[src/rtl/bpc_pkg.sv]
// types and constants shared by the button press classifier
package bpc_pkg;

  localparam int CFG_IDX_W  = 2;
  localparam int CFG_DATA_W = 16;
  localparam int DEB_W      = 10;
  localparam int WIN_W      = 16;

  localparam logic [CFG_IDX_W-1:0] CFG_DEBOUNCE = 2'd0;
  localparam logic [CFG_IDX_W-1:0] CFG_GAP      = 2'd1;
  localparam logic [CFG_IDX_W-1:0] CFG_LONG     = 2'd2;

  localparam logic [DEB_W-1:0] DEBOUNCE_RST = 10'd50;
  localparam logic [WIN_W-1:0] GAP_RST      = 16'd500;
  localparam logic [WIN_W-1:0] LONG_RST     = 16'd2000;

  typedef enum logic [2:0] {
    PH_IDLE,
    PH_DEBOUNCE,
    PH_HELD,
    PH_LONG,
    PH_GAP
  } phase_t;

  typedef enum logic [1:0] {
    EV_SINGLE,
    EV_DOUBLE,
    EV_LONG
  } event_t;

  typedef struct packed {
    logic [DEB_W-1:0] debounce_ticks;
    logic [WIN_W-1:0] gap_window_ticks;
    logic [WIN_W-1:0] long_press_ticks;
  } cfg_t;

  typedef struct packed {
    logic   fire;
    event_t code;
  } res_t;

endpackage

[src/rtl/bpc_in_if.sv]
// input channel: one tick with the raw button level
interface bpc_in_if;
  logic valid;
  logic ready;
  logic pin_level;

  modport source (output valid, output pin_level, input ready);
  modport sink   (input valid, input pin_level, output ready);
endinterface

[src/rtl/bpc_out_if.sv]
// result channel: one classified gesture
interface bpc_out_if;
  logic       valid;
  logic       ready;
  logic [1:0] event_code;

  modport source (output valid, output event_code, input ready);
  modport sink   (input valid, input event_code, output ready);
endinterface

[src/rtl/bpc_core.sv]
// gesture state machine: debounce, hold, gap window and tally
module bpc_core #(
  parameter int TIMER_WIDTH = 16
) (
  input  logic          clk,
  input  logic          rst_n,
  input  logic          step,
  input  logic          pin_level,
  input  bpc_pkg::cfg_t cfg,
  output bpc_pkg::res_t res
);
  import bpc_pkg::*;

  localparam int LW = (TIMER_WIDTH > WIN_W) ? TIMER_WIDTH : WIN_W;
  localparam logic [LW-1:0] TMAX = LW'({TIMER_WIDTH{1'b1}});

  phase_t                 phase_r, phase_nxt;
  logic [TIMER_WIDTH-1:0] timer_r, timer_nxt, timer_sat;
  logic [1:0]             tally_r, tally_nxt;
  logic                   prev_r, prev_nxt;
  logic                   press_edge;
  logic [LW-1:0]          lim_deb, lim_gap, lim_long, timer_ext;

  // limits wider than the timer are clamped so every window ends
  always_comb begin
    lim_deb  = (LW'(cfg.debounce_ticks) > TMAX) ? TMAX : LW'(cfg.debounce_ticks);
    lim_gap  = (LW'(cfg.gap_window_ticks) > TMAX) ? TMAX : LW'(cfg.gap_window_ticks);
    lim_long = (LW'(cfg.long_press_ticks) > TMAX) ? TMAX : LW'(cfg.long_press_ticks);
  end

  assign timer_sat  = (timer_r == '1) ? timer_r : timer_r + TIMER_WIDTH'(1);
  assign timer_ext  = LW'(timer_sat);
  assign press_edge = prev_r && !pin_level;

  always_comb begin
    phase_nxt = phase_r;
    timer_nxt = timer_r;
    tally_nxt = tally_r;
    prev_nxt  = pin_level;
    res.fire  = 1'b0;
    res.code  = EV_SINGLE;
    case (phase_r)
      PH_IDLE, PH_GAP: begin
        if (press_edge) begin
          timer_nxt = '0;
          // zero debounce confirms on the edge itself; the pin is low there
          phase_nxt = (cfg.debounce_ticks == '0) ? PH_HELD : PH_DEBOUNCE;
        end else if (phase_r == PH_GAP) begin
          timer_nxt = timer_sat;
          if (timer_ext >= lim_gap) begin
            res.fire  = 1'b1;
            res.code  = (tally_r >= 2'd2) ? EV_DOUBLE : EV_SINGLE;
            tally_nxt = '0;
            phase_nxt = PH_IDLE;
            timer_nxt = '0;
          end
        end
      end
      PH_DEBOUNCE: begin
        timer_nxt = timer_sat;
        if (timer_ext >= lim_deb) begin
          timer_nxt = '0;
          if (!pin_level) begin
            phase_nxt = PH_HELD;
          end else begin
            // bounce: back to the window if presses are pending
            phase_nxt = (tally_r != '0) ? PH_GAP : PH_IDLE;
          end
        end
      end
      PH_HELD: begin
        if (pin_level) begin
          if (tally_r != 2'd3) begin
            tally_nxt = tally_r + 2'd1;
          end
          phase_nxt = PH_GAP;
          timer_nxt = '0;
        end else begin
          timer_nxt = timer_sat;
          if (timer_ext > lim_long || timer_sat == '1) begin
            res.fire  = 1'b1;
            res.code  = EV_LONG;
            tally_nxt = '0;
            phase_nxt = PH_LONG;
            timer_nxt = '0;
          end
        end
      end
      PH_LONG: begin
        if (pin_level) begin
          phase_nxt = PH_IDLE;
          timer_nxt = '0;
        end
      end
      default: begin
        phase_nxt = PH_IDLE;
        timer_nxt = '0;
      end
    endcase
  end

  always_ff @(posedge clk) begin
    if (!rst_n) begin
      phase_r <= PH_IDLE;
      timer_r <= '0;
      tally_r <= '0;
      prev_r  <= 1'b1;
    end else if (step) begin
      phase_r <= phase_nxt;
      timer_r <= timer_nxt;
      tally_r <= tally_nxt;
      prev_r  <= prev_nxt;
    end
  end

endmodule

[src/rtl/button_press_classifier.sv]
// button press classifier top level: config registers and result register
//
//  channel   dir  payload            beat
//  in_ch     in   pin_level (1b)     one tick of the raw active-low pin
//  out_ch    out  event_code (2b)    0 single, 1 double, 2 long press
//  cfg_*     in   index 2b, data 16b write on cfg_we, no read-back
//
// one tick per cycle while in_ch.ready is high: the state update is a timer increment
// and limit compares between the state registers and the result register.
// in_ch.ready is low only while a result sits unclaimed and out_ch.ready is low.
// rst_n is synchronous; it clears the state, the result valid and loads the
// default limits 50, 500 and 2000.
module button_press_classifier #(
  parameter int TIMER_WIDTH = 16
) (
  input  logic                           clk,
  input  logic                           rst_n,
  bpc_in_if.sink                         in_ch,
  bpc_out_if.source                      out_ch,
  input  logic                           cfg_we,
  input  logic [bpc_pkg::CFG_IDX_W-1:0]  cfg_index,
  input  logic [bpc_pkg::CFG_DATA_W-1:0] cfg_wdata
);
  import bpc_pkg::*;

  cfg_t   cfg_r;
  res_t   res;
  logic   step;
  logic   out_valid_r, out_valid_nxt;
  event_t out_code_r;

  always_ff @(posedge clk) begin
    if (!rst_n) begin
      cfg_r.debounce_ticks   <= DEBOUNCE_RST;
      cfg_r.gap_window_ticks <= GAP_RST;
      cfg_r.long_press_ticks <= LONG_RST;
    end else if (cfg_we) begin
      case (cfg_index)
        CFG_DEBOUNCE: cfg_r.debounce_ticks   <= cfg_wdata[DEB_W-1:0];
        CFG_GAP:      cfg_r.gap_window_ticks <= cfg_wdata[WIN_W-1:0];
        CFG_LONG:     cfg_r.long_press_ticks <= cfg_wdata[WIN_W-1:0];
        default: ;
      endcase
    end
  end

  assign in_ch.ready = !out_valid_r || out_ch.ready;
  assign step        = in_ch.valid && in_ch.ready;

  bpc_core #(
    .TIMER_WIDTH (TIMER_WIDTH)
  ) u_core (
    .clk       (clk),
    .rst_n     (rst_n),
    .step      (step),
    .pin_level (in_ch.pin_level),
    .cfg       (cfg_r),
    .res       (res)
  );

  // a beat taken here always frees the result slot first
  assign out_valid_nxt = step ? res.fire : (out_valid_r && !out_ch.ready);

  always_ff @(posedge clk) begin
    if (!rst_n) begin
      out_valid_r <= 1'b0;
    end else begin
      out_valid_r <= out_valid_nxt;
    end
  end

  always_ff @(posedge clk) begin
    if (step && res.fire) begin
      out_code_r <= res.code;
    end
  end

  assign out_ch.valid      = out_valid_r;
  assign out_ch.event_code = out_code_r;

endmodule

[src/flat_wrapper.sv]
// flat-port wrapper written by rule: the top's interface ports become plain ports
module button_press_classifier_flat import bpc_pkg::*;
#(
  parameter int TIMER_WIDTH = 16
)
  (clk, rst_n, cfg_we, cfg_index, cfg_wdata, in_ch_valid, in_ch_pin_level, in_ch_ready, out_ch_valid, out_ch_event_code, out_ch_ready);
  bpc_in_if in_ch_i ();
  bpc_out_if out_ch_i ();
  input  logic clk;
  input  logic rst_n;
  input  logic cfg_we;
  input  logic [bpc_pkg::CFG_IDX_W-1:0] cfg_index;
  input  logic [bpc_pkg::CFG_DATA_W-1:0] cfg_wdata;
  input wire logic [$bits(in_ch_i.valid)-1:0] in_ch_valid;
  input wire logic [$bits(in_ch_i.pin_level)-1:0] in_ch_pin_level;
  output wire logic [$bits(in_ch_i.ready)-1:0] in_ch_ready;
  output wire logic [$bits(out_ch_i.valid)-1:0] out_ch_valid;
  output wire logic [$bits(out_ch_i.event_code)-1:0] out_ch_event_code;
  input wire logic [$bits(out_ch_i.ready)-1:0] out_ch_ready;
  assign in_ch_i.valid = in_ch_valid;
  assign in_ch_i.pin_level = in_ch_pin_level;
  assign in_ch_ready = in_ch_i.ready;
  assign out_ch_valid = out_ch_i.valid;
  assign out_ch_event_code = out_ch_i.event_code;
  assign out_ch_i.ready = out_ch_ready;
  button_press_classifier #(.TIMER_WIDTH(TIMER_WIDTH)) u_core (.clk(clk), .rst_n(rst_n), .in_ch(in_ch_i), .out_ch(out_ch_i), .cfg_we(cfg_we), .cfg_index(cfg_index), .cfg_wdata(cfg_wdata));
endmodule
[config.mk]
export PLATFORM = sky130hd
export DESIGN_NAME = button_press_classifier_flat
export DESIGN_NICKNAME = d
export VERILOG_FILES = /design/src/rtl/bpc_pkg.sv /design/src/rtl/bpc_in_if.sv /design/src/rtl/bpc_out_if.sv /design/src/rtl/bpc_core.sv /design/src/rtl/button_press_classifier.sv /design/src/flat_wrapper.sv
export SDC_FILE = /design/constraint.sdc
export NUM_CORES = 1
export LEC_CHECK = 0
export ABC_AREA = 1
export ABC_CLOCK_PERIOD_IN_PS = 3250
export BUFFER_PORTS_ARGS = -buffer_cell sky130_fd_sc_hd__buf_2
export CAP_MARGIN = 0
export CORE_ASPECT_RATIO = 2
export CORE_MARGIN = 8
export CORE_UTILIZATION = 61
export DETAILED_ROUTE_END_ITERATION = 8
export HOLD_SLACK_MARGIN = 0.03
export PLACE_DENSITY = 0.8
export RECOVER_POWER = 50
export SETUP_SLACK_MARGIN = 0.1
export SYNTH_ARGS = -nofsm -noshare
export SYNTH_HDL_FRONTEND = slang
export SYNTH_SLANG_ARGS = --single-unit
[constraint.sdc]
create_clock -name clk -period 3.25 [get_ports clk]
set_input_delay 0.4875 -clock clk [delete_from_list [all_inputs] [get_ports clk]]
set_output_delay 0.4875 -clock clk [all_outputs]
set_load 0.005 [all_outputs]
==> metrics <==
Die X 75.9 microns; post-synthesis adder-cell area fraction 11.7%; number of DRC markers in iteration 0 446; first-pass GRT wire length 19600 microns; post-synthesis register bit count 67; hold_ws 0.388 ns; CTS clk-pin slew, worst paths 0.06 ns; Tot Pwr 2.40 mW; Die Area 10300 sq um; post-DP HPWL 9000 microns; initial antenna violation count 0; grt total ovfl 0; CP max stage delay 0.39 ns; Post-Syn Area 4370 sq um; Worst Tran Pin Value 0.827 ns; H-tree levels 3; Critical Path Start Type register; combinational family with the most area after synthesis simple AND/OR/NAND/NOR gates; Tcrit/Tclk final 96.8%; CTS tree yes; RSZ-0062 raised after global routing yes; Max clock buf depth 2; Placed Cells 744; drt drc 0; CP max stage cell dfxtp_2; power per standard cell area 443 nW/um^2; final WL 13600 microns; crit path kind register to register; Worst EP arrival 3.39 ns; outcome complete, no violations; FF-to-FF setup slack 0.10 ns; HP Class input pin to register; number of inserted diodes 0; clock sinks 67; core area 6940 sq um; vias 4582; vias in the first global route 4267; GRT Util Overall 24.9%; Slew Limit Fails 0; Pre-antenna DRT Iters 5; Util after Layout 78.1%; endpoint type of the worst setup path register; Routed WL per cell 17.7 microns; most frequent cells in the layout nand2_1 (121), inv_1 (90), a21oi_1 (52), dfxtp_1 (52), nor2_1 (49); worst-skew pair later-pin latency 0.34 ns; setup TNS 0 ns; CTS Buf Count 9; post-synthesis compound-gate area fraction 16.5%; PortBufs 27; # nets final 740; Die Height 136 microns; Area growth syn-to-layout 24.0%; critical path cell sequence nand2_1, nor2_4, nand2_4, nor2_4, nand2_2, nand2_2, xnor2_4, ha_1, a21oi_1, nand3b_1, nor3_1, nand3_1, nor2_2, nand2_1, nand2_4, inv_4, nand2_4, nand2_1, a21oi_1; share of layout cells above drive strength 1 24.9%; Routed Antenna Nets 0; IO Pins 28; Syn Nets 688; Distinct cells, synth 41; MaxCap Viol Count 0; achievable frequency 318 MHz; endpoints failing hold 0; row count 43; Slew headroom 44.9%; initial core utilization 63.0%; global placement routability congestion 1.02; simple-gate portion of the synthesized area 28.5%; Lkg Pwr 2.60 nW; fin crit period 3.15 ns; Max rail drop VDD 0.000475 V; Top delay family on crit path simple AND/OR/NAND/NOR gates; largest net degree at the start of global routing 49; final setup violation count 0; worst path bufs/invs 1; YS warnings 0; vias per inst 5.95; synthesized area per cell 7.02 sq um; xor/xnor cell area share of the yosys netlist 1.77%; sequential fraction of the synthesis area 31.1%; final clock skew 0.00852 ns; cells after synthesis 623; final instance count without filler cells 770; commonest non-fill, non-tap cell in the layout nand2_1; CP max FO 8; mux cell area share after synthesis 0%; CP Data Required Time 3.49 ns; Root Buffer clkbuf_16
routing by layer:
layer / share of wire [%] / track usage, % / up-vias
met3: 5.5 / 5.49 / 82
met2: 53 / 43.1 / 201
met5: 0 / 0 / -
li1: - / - / 2145
met1: 35 / 24.6 / 2154
met4: 7.0 / 18.0 / 0
through the flow:
step                setup WS [ns]  instance area [sq um]
floorplan                   0.341                   4370
global placement          -0.0773                   4690
detailed placement         -0.181                   4690
CTS                         0.115                   5120
global route              -0.0783                   5420
finish                      0.103                   5420
final timing paths:
check | startpoint | depth (start not counted) | to
worst max register to register | u_core.u_core.timer_r[7] | 19 | u_core.u_core.timer_r[4]
worst min-delay path | cfg_wdata[10] | 3 | u_core.cfg_r[10]
worst min register to register | u_core.cfg_r[2] | 2 | u_core.cfg_r[2]
worst max-delay path | u_core.u_core.timer_r[7] | 19 | u_core.u_core.timer_r[4]
power breakdown:
part           switching (mW)  total [mW]  internal (mW)  leakage (nW)
Clock                   0.384        1.16          0.771         0.173
Combinational           0.253       0.371          0.118          1.86
Sequential             0.0173       0.876          0.859         0.561
Total                   0.655        2.40           1.75          2.60
sequential cells by signal, summed over array words and instances, names as in the netlist:
name and count:
u_core.u_core.prev_r 1, u_core.out_ch.valid 1, u_core.cfg_r 42, u_core.u_core.phase_r 3, u_core.u_core.timer_r 16, u_core.u_core.tally_r 2, u_core.out_ch.event_code 2
cells in the mapped netlist (all sizes together):
library cell  count  area (sq um)
dfxtp            65          1300
nand4             8          56.3
xnor2             3          33.8
nor4              2          27.5
a2111oi           1          8.76
a31o              1          8.76
nor3              9          50.1
clkbuf           12          45.0
a31oi             1          6.26
clkinv            1          3.75
buf               4          38.8
inv              97           364
xor2              5          43.8
or2               1          6.26
a21oi            67           377
a211oi            3          22.5
nand3            38           208
ha               41           513
a221oi            1          8.76
nor2             60           255
nand3b            4          30.0
o21ai            31           163
a21o              1          7.51
o211ai           16           120
edfxtp            2          60.1
nand2           149           614
worst min-delay path, stage by stage:
cell and delay, ns:
buf_2 0.09, nand2_1 0.05, o211ai_1 0.07
logic make-up (layout without fill, tap and decap cells):
family,count (synthesis),after routing
buffers and inverters,114,170
flip-flops,67,67
XOR/XNOR,8,8
AND/OR/NAND/NOR,271,272
adder cells (fa/ha/maj),41,41
AO/OA/AOI/OAI,122,122
layout make-up:
cell class              count  area (sq um)
flip-flops and latches     67          1390
repair buffers             56           345
clock inverters             6           113
fillers                   476          1520
clock buffers              10           239
inverters                  98           373
well taps                  90           113
multi-input cells         443          2850
timing repair:
| item | 4_1_cts | 5_1_grt |
|---|---|---|
| endpoints found under the setup margin | 25 | 24 |
| setup buffers | 2 | 7 |
| resized for setup | 19 | 59 |
| pin swaps | 8 | 30 |
| gates cloned | 0 | 1 |
| hold buffers | 0 | 0 |
(Power assumes the default switching activity.)
